### src/hw/rtl/i2cm_pkg.sv
`timescale 1ns / 1ps

package i2cm_pkg;

  // command codes
  localparam logic [2:0] CMD_NONE      = 3'd0;
  localparam logic [2:0] CMD_START     = 3'd1;
  localparam logic [2:0] CMD_STOP      = 3'd2;
  localparam logic [2:0] CMD_WRITE     = 3'd3;
  localparam logic [2:0] CMD_READ_ACK  = 3'd4;
  localparam logic [2:0] CMD_READ_NACK = 3'd5;

  localparam logic [7:0] TICKS_RESET = 8'd100;
  localparam logic [3:0] BYTE_BITS   = 4'd8;

  typedef enum logic [4:0] {
    PH_IDLE  = 5'd0,
    ST_SDA1  = 5'd1,
    ST_SCL1  = 5'd2,
    ST_SDA0  = 5'd3,
    ST_SCL0  = 5'd4,
    SP_SCL0  = 5'd5,
    SP_SDA0  = 5'd6,
    SP_SCL1  = 5'd7,
    SP_SDA1  = 5'd8,
    WB_SCL0  = 5'd9,
    WB_SDA   = 5'd10,
    WB_SCL1  = 5'd11,
    WA_SCL0  = 5'd12,
    WA_SDA1  = 5'd13,
    WA_SCL1  = 5'd14,
    RB_SCL0  = 5'd15,
    RB_SCL1  = 5'd16,
    RA_SCL0  = 5'd17,
    RA_SDA   = 5'd18,
    RA_SCL1  = 5'd19,
    RA_SCL0B = 5'd20
  } phase_t;

  // one result transaction
  typedef struct packed {
    logic       scl_level;
    logic       sda_level;
    logic       ready_res;
    logic       done_res;
    logic [7:0] rx_byte;
    logic       ack_received;
    logic       start_failed;
  } res_t;

endpackage

### src/hw/rtl/i2cm_seq.sv
`timescale 1ns / 1ps

module i2cm_seq (
  input  logic            clk,
  input  logic            rst_n,
  input  logic            step,
  input  logic            cfg_we,
  input  logic [7:0]      cfg_wdata,
  input  logic [2:0]      command,
  input  logic [7:0]      tx_byte,
  input  logic            sda_in,
  output i2cm_pkg::res_t  res
);
  import i2cm_pkg::*;

  phase_t     phase_r, phase_nxt;
  logic [7:0] ticks_r;
  logic [7:0] tick_r, tick_nxt;
  logic [3:0] bit_r, bit_nxt;
  logic [7:0] shift_r, shift_nxt;
  logic [2:0] active_r, active_nxt;
  logic       scl_r, scl_nxt;
  logic       sda_r, sda_nxt;
  logic       ack_r, ack_nxt;
  logic       fail_r, fail_nxt;
  logic [7:0] rx_r, rx_nxt;

  logic [7:0] lim;
  logic       is_idle;
  logic       cmd_ok;
  logic       phase_end;
  logic       enter;
  logic       done;
  logic [3:0] bit_inc;
  logic [7:0] shift_in;

  assign lim       = (ticks_r == 8'd0) ? 8'd1 : ticks_r;
  assign is_idle   = (phase_r == PH_IDLE);
  assign cmd_ok    = (command >= CMD_START) && (command <= CMD_READ_NACK);
  assign phase_end = !is_idle && (tick_r >= lim);
  assign bit_inc   = bit_r + 4'd1;
  assign shift_in  = {shift_r[6:0], sda_in};

  // next phase
  always_comb begin
    phase_nxt = phase_r;
    enter     = 1'b0;
    done      = 1'b0;
    if (is_idle) begin
      if (cmd_ok) begin
        enter = 1'b1;
        if (command == CMD_START) begin
          phase_nxt = ST_SDA1;
        end else if (command == CMD_STOP) begin
          phase_nxt = SP_SCL0;
        end else if (command == CMD_WRITE) begin
          phase_nxt = WB_SCL0;
        end else begin
          phase_nxt = RB_SCL0;
        end
      end
    end else if (phase_end) begin
      enter = 1'b1;
      unique case (phase_r)
        ST_SDA1: phase_nxt = ST_SCL1;
        ST_SCL1: begin
          if (!sda_in) begin
            phase_nxt = PH_IDLE;
            enter     = 1'b0;
            done      = 1'b1;
          end else begin
            phase_nxt = ST_SDA0;
          end
        end
        ST_SDA0: phase_nxt = ST_SCL0;
        SP_SCL0: phase_nxt = SP_SDA0;
        SP_SDA0: phase_nxt = SP_SCL1;
        SP_SCL1: phase_nxt = SP_SDA1;
        WB_SCL0: phase_nxt = WB_SDA;
        WB_SDA:  phase_nxt = WB_SCL1;
        WB_SCL1: phase_nxt = (bit_inc < BYTE_BITS) ? WB_SCL0 : WA_SCL0;
        WA_SCL0: phase_nxt = WA_SDA1;
        WA_SDA1: phase_nxt = WA_SCL1;
        RB_SCL0: phase_nxt = RB_SCL1;
        RB_SCL1: phase_nxt = (bit_inc < BYTE_BITS) ? RB_SCL0 : RA_SCL0;
        RA_SCL0: phase_nxt = RA_SDA;
        RA_SDA:  phase_nxt = RA_SCL1;
        RA_SCL1: phase_nxt = RA_SCL0B;
        default: begin
          // last phase of start, stop, write ack and read ack
          phase_nxt = PH_IDLE;
          enter     = 1'b0;
          done      = 1'b1;
        end
      endcase
    end
  end

  // lines, counters and status
  always_comb begin
    tick_nxt   = tick_r;
    bit_nxt    = bit_r;
    shift_nxt  = shift_r;
    active_nxt = active_r;
    scl_nxt    = scl_r;
    sda_nxt    = sda_r;
    ack_nxt    = ack_r;
    fail_nxt   = fail_r;
    rx_nxt     = rx_r;

    if (is_idle) begin
      if (cmd_ok) begin
        active_nxt = command;
        bit_nxt    = 4'd0;
        if (command == CMD_WRITE) begin
          shift_nxt = tx_byte;
        end else if (command == CMD_READ_ACK || command == CMD_READ_NACK) begin
          sda_nxt   = 1'b1;
          shift_nxt = 8'd0;
        end
      end
    end else if (!phase_end) begin
      tick_nxt = tick_r + 8'd1;
    end else begin
      case (phase_r)
        ST_SCL1: fail_nxt = !sda_in;
        WB_SCL1: bit_nxt = bit_inc;
        WA_SCL1: begin
          ack_nxt = !sda_in;
          scl_nxt = 1'b0;
        end
        RB_SCL1: begin
          shift_nxt = shift_in;
          bit_nxt   = bit_inc;
          if (bit_inc >= BYTE_BITS) begin
            rx_nxt = shift_in;
          end
        end
        default: ;
      endcase
    end

    if (enter) begin
      tick_nxt = 8'd1;
      case (phase_nxt)
        ST_SDA1, SP_SDA1, WA_SDA1: sda_nxt = 1'b1;
        ST_SDA0, SP_SDA0:          sda_nxt = 1'b0;
        ST_SCL1, SP_SCL1, WB_SCL1, WA_SCL1, RB_SCL1, RA_SCL1: scl_nxt = 1'b1;
        ST_SCL0, SP_SCL0, WB_SCL0, WA_SCL0, RB_SCL0, RA_SCL0, RA_SCL0B: scl_nxt = 1'b0;
        WB_SDA: begin
          sda_nxt   = shift_r[7];
          shift_nxt = {shift_r[6:0], 1'b0};
        end
        RA_SDA: sda_nxt = (active_r != CMD_READ_ACK);
        default: ;
      endcase
    end
  end

  always_ff @(posedge clk) begin
    if (!rst_n) begin
      phase_r  <= PH_IDLE;
      ticks_r  <= TICKS_RESET;
      tick_r   <= 8'd0;
      bit_r    <= 4'd0;
      shift_r  <= 8'd0;
      active_r <= CMD_NONE;
      scl_r    <= 1'b1;
      sda_r    <= 1'b1;
      ack_r    <= 1'b0;
      fail_r   <= 1'b0;
      rx_r     <= 8'd0;
    end else begin
      if (cfg_we) begin
        ticks_r <= cfg_wdata;
      end
      if (step) begin
        phase_r  <= phase_nxt;
        tick_r   <= tick_nxt;
        bit_r    <= bit_nxt;
        shift_r  <= shift_nxt;
        active_r <= active_nxt;
        scl_r    <= scl_nxt;
        sda_r    <= sda_nxt;
        ack_r    <= ack_nxt;
        fail_r   <= fail_nxt;
        rx_r     <= rx_nxt;
      end
    end
  end

  always_comb begin
    res.scl_level    = scl_nxt;
    res.sda_level    = sda_nxt;
    res.ready_res    = is_idle;
    res.done_res     = done;
    res.rx_byte      = rx_nxt;
    res.ack_received = ack_nxt;
    res.start_failed = fail_nxt;
  end

  a_done_goes_idle: assert property (@(posedge clk) disable iff (!rst_n)
    step && done |=> phase_r == PH_IDLE)
    else $error("finished command did not return to idle");

  a_cmd_leaves_idle: assert property (@(posedge clk) disable iff (!rst_n)
    step && is_idle && cmd_ok |=> phase_r != PH_IDLE)
    else $error("accepted command did not start a phase");

  a_busy_tick_nonzero: assert property (@(posedge clk) disable iff (!rst_n)
    phase_r != PH_IDLE |-> tick_r != 8'd0)
    else $error("busy phase with zero tick count");

  a_bit_range: assert property (@(posedge clk) disable iff (!rst_n)
    bit_r <= BYTE_BITS)
    else $error("bit counter past one byte");

endmodule

### src/hw/rtl/i2cm_obuf.sv
`timescale 1ns / 1ps

module i2cm_obuf (
  input  logic            clk,
  input  logic            rst_n,
  input  logic            load,
  input  i2cm_pkg::res_t  res_in,
  input  logic            out_stall,
  output logic            out_valid,
  output logic            busy,
  output i2cm_pkg::res_t  res_out
);
  import i2cm_pkg::*;

  logic valid_r, valid_nxt;
  res_t res_r;

  assign busy      = valid_r && out_stall;
  assign valid_nxt = load || busy;

  always_ff @(posedge clk) begin
    if (!rst_n) begin
      valid_r <= 1'b0;
    end else begin
      valid_r <= valid_nxt;
    end
  end

  always_ff @(posedge clk) begin
    if (load) begin
      res_r <= res_in;
    end
  end

  assign out_valid = valid_r;
  assign res_out   = res_r;

  a_held_while_stalled: assert property (@(posedge clk) disable iff (!rst_n)
    busy |=> valid_r && $stable(res_r))
    else $error("stalled result changed or dropped");

  a_no_load_when_busy: assert property (@(posedge clk) disable iff (!rst_n)
    busy |-> !load)
    else $error("result register overwritten while stalled");

  a_load_sets_valid: assert property (@(posedge clk) disable iff (!rst_n)
    load |=> valid_r)
    else $error("loaded result not presented");

endmodule

### src/hw/rtl/i2c_master_byte_engine.sv
`timescale 1ns / 1ps

// channel   direction  handshake            payload
// in_       input      in_valid / in_stall  in_command, in_tx_byte, in_sda_in
// out_      output     out_valid/out_stall  out_scl_level .. out_start_failed
// cfg_      input      cfg_we               cfg_wdata (phase_ticks)
//
// one tick transaction in, one result transaction out; the result is registered
// a transaction can be taken every cycle while in_stall is low; the phase sequencer updates in a single pass
// in_stall follows out_stall only while the result register is full and stalled
// synchronous active-low reset: idle, lines released, phase_ticks back to 100
// bus timing is counted in accepted transactions, not in clock cycles
module i2c_master_byte_engine (
  input  logic       clk,
  input  logic       rst_n,
  // tick input
  input  logic       in_valid,
  output logic       in_stall,
  input  logic [2:0] in_command,
  input  logic [7:0] in_tx_byte,
  input  logic       in_sda_in,
  // result output
  output logic       out_valid,
  input  logic       out_stall,
  output logic       out_scl_level,
  output logic       out_sda_level,
  output logic       out_ready_res,
  output logic       out_done_res,
  output logic [7:0] out_rx_byte,
  output logic       out_ack_received,
  output logic       out_start_failed,
  // phase length register
  input  logic       cfg_we,
  input  logic [7:0] cfg_wdata
);
  import i2cm_pkg::*;

  logic accept;
  logic obuf_busy;
  res_t seq_res;
  res_t out_res;

  // a new tick is taken whenever the result register can be refilled
  assign in_stall = obuf_busy;
  assign accept   = in_valid && !obuf_busy;

  // phase sequencer: state advances only on an accepted tick
  i2cm_seq u_seq (
    .clk       (clk),
    .rst_n     (rst_n),
    .step      (accept),
    .cfg_we    (cfg_we),
    .cfg_wdata (cfg_wdata),
    .command   (in_command),
    .tx_byte   (in_tx_byte),
    .sda_in    (in_sda_in),
    .res       (seq_res)
  );

  // result register
  i2cm_obuf u_obuf (
    .clk       (clk),
    .rst_n     (rst_n),
    .load      (accept),
    .res_in    (seq_res),
    .out_stall (out_stall),
    .out_valid (out_valid),
    .busy      (obuf_busy),
    .res_out   (out_res)
  );

  assign out_scl_level    = out_res.scl_level;
  assign out_sda_level    = out_res.sda_level;
  assign out_ready_res    = out_res.ready_res;
  assign out_done_res     = out_res.done_res;
  assign out_rx_byte      = out_res.rx_byte;
  assign out_ack_received = out_res.ack_received;
  assign out_start_failed = out_res.start_failed;

endmodule

### config.mk
export PLATFORM = sky130hd
export DESIGN_NAME = i2c_master_byte_engine
export DESIGN_NICKNAME = d
export VERILOG_FILES = /design/src/hw/rtl/i2cm_pkg.sv /design/src/hw/rtl/i2cm_seq.sv /design/src/hw/rtl/i2cm_obuf.sv /design/src/hw/rtl/i2c_master_byte_engine.sv
export SDC_FILE = /design/constraint.sdc
export NUM_CORES = 1
export LEC_CHECK = 0
export BUFFER_PORTS_ARGS = -buffer_cell sky130_fd_sc_hd__buf_2
export CORE_MARGIN = 3
export CORE_UTILIZATION = 53
export DETAILED_ROUTE_END_ITERATION = 7
export GPL_TIMING_DRIVEN = 1
export HOLD_SLACK_MARGIN = 0.03
export PLACE_DENSITY = 0.78
export SETUP_SLACK_MARGIN = 0.3
export SLEW_MARGIN = 20
export SYNTH_ARGS = -nofsm -noshare
export SYNTH_HDL_FRONTEND = slang
export SYNTH_SLANG_ARGS = --single-unit
### constraint.sdc
create_clock -name clk -period 2.75 [get_ports clk]
set_input_delay 0.4125 -clock clk [delete_from_list [all_inputs] [get_ports clk]]
set_output_delay 0.4125 -clock clk [all_outputs]
set_load 0.03 [all_outputs]
-- Word level (Yosys, flattened, before mapping)
Index checks and enable logic that the tools add are counted.
- add/sub/neg operators: 2
- $lt $le $gt $ge: 5
- eq/ne operators: 46
- multiplexer cells: 54
- bitwise gates (word level): 1
- reductions and logical operators: 23
- operators by type and width (cell ; number):
    2-to-1 mux 8 bit ; 16
    case mux 5 bit (16 select lines) ; 1
    equality test 5 x 4 -> 1 bit (second input constant) ; 15
    equality test 5 bit (second input constant) ; 9
    equality test 5 x 3 -> 1 bit (second input constant) ; 7
    2-to-1 mux 5 bit ; 6
    equality test 5 x 2 -> 1 bit (second input constant) ; 4
    2-to-1 mux 1 bit ; 20
    2-to-1 mux 4 bit ; 4
    OR reduction 15 bit ; 1
    equality test 5 x 1 -> 1 bit (second input constant) ; 2
    adder 8 x 1 -> 8 bit (second input constant) ; 1
    >= comparator 8 bit ; 1
    zero test 8 bit ; 1
    OR reduction 7 bit ; 1
    equality test 3 x 2 -> 1 bit (second input constant) ; 2
    equality test 3 bit (second input constant) ; 2
    2-to-1 mux 3 bit ; 2
    inequality test 2 bit (second input constant) ; 3
    case mux 1 bit (2 select lines) ; 3
    AND reduction 3 bit ; 2
    OR reduction 2 bit ; 3
    OR reduction 6 bit ; 1
    zero test 5 bit ; 1
    other kinds (16) ; 23
- register bits after elaboration: 63
- input bits: 25
- word-level logic and storage cells: 150

-- Longest topological paths before layout
Gate-level depths: netlist (run 1).
- depth after elaboration: 10
- mapped depth: 14

-- Hierarchy
From an unflattened synthesis (run 1), not the netlist that was laid out.
- cells, all modules: 430
- area total of the unflattened synthesis: 3803.6 um2
- by module, submodules not included (module ; times used ; cells each ; area each (um2) ; seq. area each (um2)):
    i2cm_seq ; 1 ; 412 ; 3333.2 ; 960.9
    i2cm_obuf ; 1 ; 17 ; 456.7 ; 440.4
    i2c_master_byte_engine ; 1 ; 1 ; 13.8 ; 0.0

-- Worst setup path after synthesis (run 1)
Ideal clock, no wire load.
- path type: flip-flop to flip-flop
- start: register u_seq.ticks_r[3]
- end: register u_obuf.res_r, in the netlist u_obuf.res_out[13] (data pin)
- library setup time: 0.267 ns
- arrival: 2.610 ns
- setup slack: -0.126 ns
- cell stages (with the launch flop): 13
- clock period less this slack: 2.876 ns
- cell sequence: dfxtp_1 > nor4_1 > a41o_1 > ha_1 > nand2b_1 > a21oi_4 > o31ai_2 > mux2_4 > and2_1 > xnor3_1 > o32ai_1 > a21oi_2 > o22ai_1
- RTL lines (element ; RTL line ; RTL):
    start, declared ; i2cm_seq.sv:17 ; logic [7:0] ticks_r;
    start signal, assigned ; i2cm_seq.sv:175 ; ticks_r <= cfg_wdata;
    end signal, assigned ; i2cm_obuf.sv:31 ; res_r <= res_in;
    end, declared ; i2cm_obuf.sv:16 ; res_t res_r;

-- Worst setup path after layout (run 1)
- start: register u_seq.ticks_r[6]
- end: register u_seq.sda_r
- cells in the longest elaborated chain, start to end: 10
- ends and longest elaborated chain (element ; RTL line ; RTL):
    zero test 8 bit ; i2cm_seq.sv:37 ; assign lim = (ticks_r == 8'd0) ? 8'd1 : ticks_r;
    2-to-1 mux 8 bit (*) ; i2cm_seq.sv:37 ;
    >= comparator 8 bit (*) ; i2cm_seq.sv:40 ; assign phase_end = !is_idle && (tick_r >= lim);
    logical AND 1 bit (*) ; i2cm_seq.sv:40 ;
    2-to-1 mux 5 bit ; i2cm_seq.sv:62 ; end else if (phase_end) begin
    2-to-1 mux 5 bit ; i2cm_seq.sv:49 ; if (is_idle) begin
    equality test 5 x 1 -> 1 bit (tied with other cells) ; i2cm_seq.sv:145 ; case (phase_nxt)
    OR reduction 3 bit or OR reduction 2 bit (tied branches) ; i2cm_seq.sv:145 ;
    case mux 1 bit (4 select lines) ; i2cm_seq.sv:145 ;
    2-to-1 mux 1 bit (*) ; i2cm_seq.sv:143 ; if (enter) begin
    end signal, assigned ; i2cm_seq.sv:184 ; sda_r <= sda_nxt;
    end, declared ; i2cm_seq.sv:23 ; logic sda_r, sda_nxt;
Every way passes the cells marked *; elsewhere a longest branch is shown, timed or not.
A chain may end at the register's enable or synchronous reset.

==> out/results.tsv, run 1 <==
metric	value	unit
yosysSeqAreaShare	0.3842	
hold_viol	0	
cts-htree-levels	3	
power_leakage	2.032	nW
synth-seq-cells	63	
grt_pass1_wl	15430	um
synth_cells	414	
fp.coreArea	6495	um^2
ctsLongestPathBuffers	2	
numCtsBuffers	9	
cts_sinks	63	
die_h	88.96	um
viasPerCell	6.138	
postRouteWirelength	10220	um
port-buffer-count	40	
drt_first_pass_iters	6	
dp_cells	544	
status	finished, violations left	
dp_slack	-0.1365	ns
first_global_vias	3300	
slowest_delay	0.46	ns
period_share	1.112	
slowest_stage	o31ai_4	
num_vias	3523	
worstPathArrival	3.30	ns
synth_edf_count	14	
insertion_delay	0.35	ns
synth.area.top_cells	dfxtp_1 (27%), edfxtp_1 (12%), nor2_1 (6.8%), ha_1 (3.4%), nand2_1 (3.2%)	
final_cells	574	
p_sw	0.0007912	W
rows	29	
drt_iter0_markers	308	
ant_nets	0	
overflow	0	
die-area	7913	um^2
switching_share	0.3051	
finalClockSkew	0.008941	ns
grt_antenna_before_repair	0	
crit_chain	nor4_4 -> a41o_1 -> ha_1 -> nand2b_4 -> a21oi_4 -> o31ai_4 -> mux2i_4 -> buf_4 -> a21oi_2 -> o22ai_2 -> a41oi_2 -> mux2_4 -> a21o_1	
gp_congestion	0.9543	
end_kind	flop	
finalSetupViolCount	23	
cp-start-kind	flop	
drv_cap	0	
hpwl	6465	um
yosysUniqueCellTypes	70	
root_buffer	clkbuf_8	
die-width	88.96	um
synth_largest_area_cell	dfxtp_1	
fmax	0.3270	GHz
pwr-share-clk	0.358	
fillers	430	
yosysTopAreaCellShare	0.2690	
failed_checks	negative setup slack	
power_density	539.9	nW/um^2
nets	527	
cp.required	2.99	ns
start_util	0.5615	
slew_viol_final	0	
synth_warnings	0	
syn_area	3647	um^2
ys.flop_type	dfxtp_1	
ios	41	
comb_power_share	0.237	
drcViolationCount	0	
avgSynthCellArea	8.810	um^2
rsz0062_at_grt	true	
tritoncts	done	
layout-drive-gt1-share	0.3863	
post-route-min-period	3.058	ns
ir_drop	0.3407	mV
timing.final.ws_setup	-0.3084	ns
hold_path.class	input port to flop	
grt_max_degree	48	
routedWlPerCell	17.81	um
synthArstFlopShare	0	
timing_worst_setup_path_type	flop to flop	
syn_nets	449	
synthToLayoutAreaGrowth	31.70	%
critPathMaxFanout	6	
seq_power_share	0.406	
worstMarginPinSlew	1.021	ns
p_int	0.001802	W
diodes	0	
grt_usage	0.2556	
relSlewSlack	0.3122	
path_clk_slew	0.07	ns
==> worst paths after layout <==
check,startpoint,end,slack [ns],depth (start not counted)
setup / recovery,u_seq.ticks_r[6],u_seq.sda_r,-0.31,13
hold / removal,cfg_wdata[2],u_seq.ticks_r[2],0.29,3
setup reg to reg,u_seq.ticks_r[6],u_seq.sda_r,-0.31,13
hold reg to reg,u_seq.ack_r,u_seq.ack_r,0.49,2
==> cells by family (layout without fill, tap and decap cells) <==
logic type / after synthesis / count (layout) / synth area share
and+or+nand+nor: 164 / 164 / 0.2172
AOI/OAI and AO/OA: 101 / 101 / 0.2072
DFF: 63 / 63 / 0.3842
buffers and inverters: 42 / 125 / 0.05420
muxes: 23 / 23 / 0.07273
xor gates and xnor gates: 11 / 11 / 0.03019
adders and majority gates: 10 / 10 / 0.03431
==> routing by layer <==
metal,wire length [um],share of wire,track usage
met1,4480,0.44,0.3246
met2,4817,0.47,0.4123
met3,570,0.056,0.04240
met4,356,0.035,0.1448
met5,0,0,0
==> final cells by class <==
cell class,count,area [um^2],area share
clock buffers,10,137.6,0.02865
flip-flops and latches,63,1408,0.2930
clock inverters,6,92.59,0.01928
inverters,17,63.81,0.01328
well taps,77,96.34,0.02006
multi-input cells,309,2385,0.4965
repair buffers,92,620.6,0.1292
==> what timing repair did <==
item	CTS	global route
setup buffers	8	6
hold buffers	0	0
pin swaps	15	18
gates resized for setup	42	32
setup endpoints to repair	33	48
==> cells in the mapped netlist, drive strengths merged, types with 8 or more instances <==
cell type	instances
nor2	66
a21oi	23
ha	10
nor3	19
a22oi	8
mux2i	11
mux2	12
dfxtp	49
inv	16
clkbuf	12
buf	13
edfxtp	14
o21ai	22
nand2	31
==> registers in the layout, summed over array words and instances, names as in the netlist <==
signal and cells:
u_seq.ack_r 1, u_seq.fail_r 1, u_seq.shift_r 8, u_seq.tick_r 8, u_seq.rx_r 8, u_seq.phase_r 5
u_seq.scl_r 1, u_seq.active_r 3, u_obuf.out_valid 1, u_obuf.res_out 14, u_seq.ticks_r 8, u_seq.sda_r 1
u_seq.bit_r 4
==> through the flow <==
step                total power [W]  instance area [um^2]  setup TNS, ns  utilization  hold slack, ns
floorplan                  0.001429                  3741              0            -          0.4366
global placement           0.001558                  4179        -0.3439       0.6434          0.4426
detailed placement         0.001574                  4179        -0.8612       0.6434          0.4539
CTS                        0.002545                  4626        -0.3671       0.7122          0.2865
global route               0.002699                  4803         -6.126       0.7395          0.3017
finish                     0.002593                  4803         -2.781       0.7395          0.2914
==> worst max-delay path: cells and delay by family (launching register included) <==
family,cells,cell delay (ns)
flip-flops,1,0.34
buffers and inverters,1,0.18
adder cells (fa/ha/maj),1,0.13
AND/OR/NAND/NOR,2,0.38
multiplexers,2,0.68
AO/OA/AOI/OAI,7,1.23
==> power by group through the flow <==
stage / clock network [W] / logic, W / registers [W]
finish: 0.000928 / 0.000614 / 0.00105
global route: 0.000982 / 0.000658 / 0.00106
CTS: 0.000936 / 0.000561 / 0.00105
detailed placement: 0 / 0.000508 / 0.00107
global placement: 0 / 0.000495 / 0.00106
floorplan: 0 / 0.000352 / 0.00108
==> cells in the final DEF (no fill, tap or decap), types with 9 or more instances in the layout <==
cell / count
o21ai_0: 19
edfxtp_1: 14
inv_1: 14
ha_1: 9
buf_2: 40
mux2_4: 10
nor3_1: 15
nand2_1: 26
dfxtp_1: 44
mux2i_1: 10
nor2_1: 57
buf_4: 44
clkbuf_8: 10
a21oi_2: 13
(Power assumes the default switching activity.)
==> run 2, diff against run 1 <==
--- a/config.mk
+++ b/config.mk
@@ -5,13 +5,14 @@
 export SDC_FILE = /design/constraint.sdc
 export NUM_CORES = 1
 export LEC_CHECK = 0
+export ABC_AREA = 1
 export BUFFER_PORTS_ARGS = -buffer_cell sky130_fd_sc_hd__buf_2
 export CORE_MARGIN = 3
-export CORE_UTILIZATION = 53
+export CORE_UTILIZATION = 54
 export DETAILED_ROUTE_END_ITERATION = 7
 export GPL_TIMING_DRIVEN = 1
 export HOLD_SLACK_MARGIN = 0.03
-export PLACE_DENSITY = 0.78
+export PLACE_DENSITY = 0.79
 export SETUP_SLACK_MARGIN = 0.3
 export SLEW_MARGIN = 20
 export SYNTH_ARGS = -nofsm -noshare
==> run 2 against run 1 <==
  * The flow still finishes with violations (negative setup slack)
  * Flip-flop and latch count did not move
  * Setup slack improved by 0.30 ns
  * Power grew 3.4%
  * First-iteration DRC count is 21% higher
  * Die area up 4.7%
  * Largest power group unchanged
  * Critical endpoint is now u_obuf.res_out[12]
  * Combinational power rose by 7.0%
  * Non-clock buffer count is 25 lower
==> out/results.tsv, run 2 <==
metric	value	unit	change
routedWlPerCell	14.86	um	-17%
synth_most_common_cell	nand2_1		
worst-path-buf-inv	2		+1
syn_nets	603		+34%
slew_viol_final	0		unchanged
worstMarginPinSlew	0.8699	ns	-0.1511 ns
period_share	1.001		-0.1108
final_cells	732		+28%
synth_edf_count	14		unchanged
grt_max_degree	38		-21%
grt_pass1_wl	17280	um	+12%
rr_endpoint	u_obuf.res_out[12]		
synthArstFlopShare	0		unchanged
worstRegToRegCells	21		+8
final_common_cell	nand2_1		
switching_share	0.3288		+0.02369
die-width	91.01	um	+2.3%
power_density	554.3	nW/um^2	+2.7%
relSlewSlack	0.4195		+0.1073
hold_viol	0		unchanged
pwr-share-clk	0.361		+0.003
yosysTopAreaCellShare	0.2514		-0.01759
power_leakage	2.269	nW	+12%
syn_area	3902	um^2	+7.0%
status	finished, violations left		
synth_common_cells	nand2_1 (115), inv_1 (74), o21ai_0 (63)		
root_buffer	clkbuf_8		
overflow	0		unchanged
cp-endpoint	u_obuf.res_out[12]		
layout-drive-gt1-share	0.2720		-0.1143
die-area	8283	um^2	+4.7%
hpwl	6759	um	+4.6%
fmax	0.3631	GHz	+11%
seq_power_share	0.394		-0.012
cts-htree-levels	3		unchanged
drcViolationCount	0		unchanged
diodes	0		unchanged
synth_largest_area_cell	dfxtp_1		
finalSetupViolCount	1		-96%
drt_first_pass_iters	5		-1
grt_usage	0.2508		-0.004830
reg2reg_from	u_seq.ticks_r[3]		
numCtsBuffers	9		unchanged
num_vias	4172		+18%
failed_checks	negative setup slack		
start_util	0.5650		+0.003487
ir_drop	0.2529	mV	-26%
timing.final.ws_setup	-0.003716	ns	+0.3047 ns
cp_top_family	simple AND/OR/NAND/NOR gates		
fin_util	0.7005		-0.03901
synth.area.top_cells	dfxtp_1 (25%), nand2_1 (11%), edfxtp_1 (11%), o21ai_0 (8.1%), inv_1 (7.1%)		
ys.flop_type	dfxtp_1		
grt_antenna_before_repair	0		unchanged
ios	41		unchanged
yosysSeqAreaShare	0.3591		-0.02513
ant_nets	0		unchanged
post-route-min-period	2.754	ns	-0.3047 ns
layout_common_cells	nand2_1 (101), inv_1 (72), o21ai_0 (58)		
cp.required	2.85	ns	-0.14 ns
synth-seq-cells	63		unchanged
rsz0062_at_grt	true		
avgSynthCellArea	6.871	um^2	-22%
finalClockSkew	0.009930	ns	+0.0009885 ns
p_sw	0.0008817	W	+11%
drv_cap	0		unchanged
postRouteWirelength	10870	um	+6.4%
critPathMaxFanout	5		-1
fp.coreArea	6907	um^2	+6.3%
yosysUniqueCellTypes	39		-44%
viasPerCell	5.699		-7.1%
whs_path_depth	3		unchanged
dp_cells	697		+28%
crit_start	u_seq.ticks_r[3]		
largest_register_ffs	14		unchanged
die_h	91.01	um	+2.3%
insertion_delay	0.34	ns	about the same
hold_path.class	input port to flop		
nets	666		+26%
crit_chain	nor4_4 -> a41o_1 -> ha_2 -> inv_2 -> nand2_1 -> nand2_1 -> nand2_1 -> nand2_1 -> nand2_2 -> nand3_4 -> nand2_8 -> buf_6 -> nor2_2 -> nor2_4 -> nand3_2 -> nor2_2 -> nor2_1 -> nand3_2 -> nand2_1 -> nand2_1 -> nand2_2		
fin_area	4838	um^2	+0.73%
port-buffer-count	40		unchanged
ctsLongestPathBuffers	2		unchanged
path_depth	21		+8
end_kind	flop		
cts_sinks	63		unchanged
worst-r2r-setup-slack	-0.004	ns	+0.30 ns
gp_congestion	0.9230		-3.3%
holdBufCountCts	0		unchanged
path_common_cell	nand2_1		
worst_hold_slack	0.2815	ns	-0.009856 ns
drt_iter0_markers	374		+21%
first_global_vias	3757		+14%
path_clk_slew	0.08	ns	about the same
comb_power_share	0.245		+0.008
synth_cells	568		+37%
dp_slack	-0.05648	ns	+0.08006 ns
p_int	0.001800	W	-0.11%
tritoncts	done		
slowest_delay	0.34	ns	-0.12 ns
cp-start-kind	flop		
synthToLayoutAreaGrowth	23.98	%	
slowest_stage	dfxtp_2		
rows	30		+3.4%
timing_worst_setup_path_type	flop to flop		
post_dp_cell_area	4207	um^2	+0.66%
worstPathArrival	2.85	ns	-0.45 ns
synth_warnings	0		unchanged
run 2: power groups by stage:
stage / registers, W / clock network (W) / logic (W)
after detailed placement: 0.00107 / 0 / 0.000548
after global routing: 0.00106 / 0.00102 / 0.000717
after floorplan: 0.00109 / 0 / 0.000386
after global placement: 0.00107 / 0 / 0.000533
final: 0.00106 / 0.000968 / 0.000657
after CTS: 0.00105 / 0.000971 / 0.000594
run 2: routing by layer:
layer | track usage | vias up | routed length [um] | part of all wire
met5 | 0 | - | 0 | 0
met4 | 0.09673 | 0 | 250 | 0.023
met3 | 0.05800 | 35 | 869 | 0.080
met2 | 0.4053 | 211 | 5169 | 0.48
met1 | 0.3248 | 1924 | 4584 | 0.42
li1 | - | 2002 | - | -
run 2: per-stage QoR:
stage | setup TNS, ns | total power [W]
6_report | -0.003716 | 0.002682
5_1_grt | -1.513 | 0.002799
3_3_place_gp | 0 | 0.001603
2_1_floorplan | 0 | 0.001479
4_1_cts | 0 | 0.002616
3_5_place_dp | -0.1513 | 0.001620
run 2: kinds of logic after synthesis:
family	Yosys count	synth area share
AND/OR/NAND/NOR	258	0.3190
AO/OA/AOI/OAI	135	0.1828
buffers and inverters	101	0.1048
flip-flops	63	0.3591
adder cells (fa/ha/maj)	10	0.03206
XOR/XNOR	1	0.002245
run 2: final cells by class:
cell class	instances	area (um^2)
Sequential cell	63	1406
Inverter	84	320.3
Fill cell	555	2068
Tap cell	96	120.1
Clock buffer	10	148.9
Multi-Input combinational cell	406	2302
Timing Repair Buffer	67	450.4
Clock inverter	6	90.09
run 2: worst min-delay path by stage:
| stage | start | to | slack, ns |
|---|---|---|---|
| final | cfg_wdata[5] | u_seq.ticks_r[5] | 0.28 |
| after global routing | cfg_wdata[5] | u_seq.ticks_r[5] | 0.30 |
| after CTS | cfg_wdata[5] | u_seq.ticks_r[5] | 0.27 |
| after detailed placement | u_seq.sda_r | u_seq.sda_r | 0.46 |
| after global placement | u_seq.sda_r | u_seq.sda_r | 0.45 |
| after floorplan | u_seq.sda_r | u_seq.sda_r | 0.43 |
run 2: what timing repair did:
item / CTS / global route
buffers inserted: 10 / 7
gates cloned: 2 / 0
gates resized for setup: 30 / 37
pin swaps: 17 / 17
setup endpoints to repair: 33 / 36
run 2: tightest hold or removal path: stages:
cell	delay, ns
buf_2	0.07
a21oi_1	0.05
o21ai_0	0.06
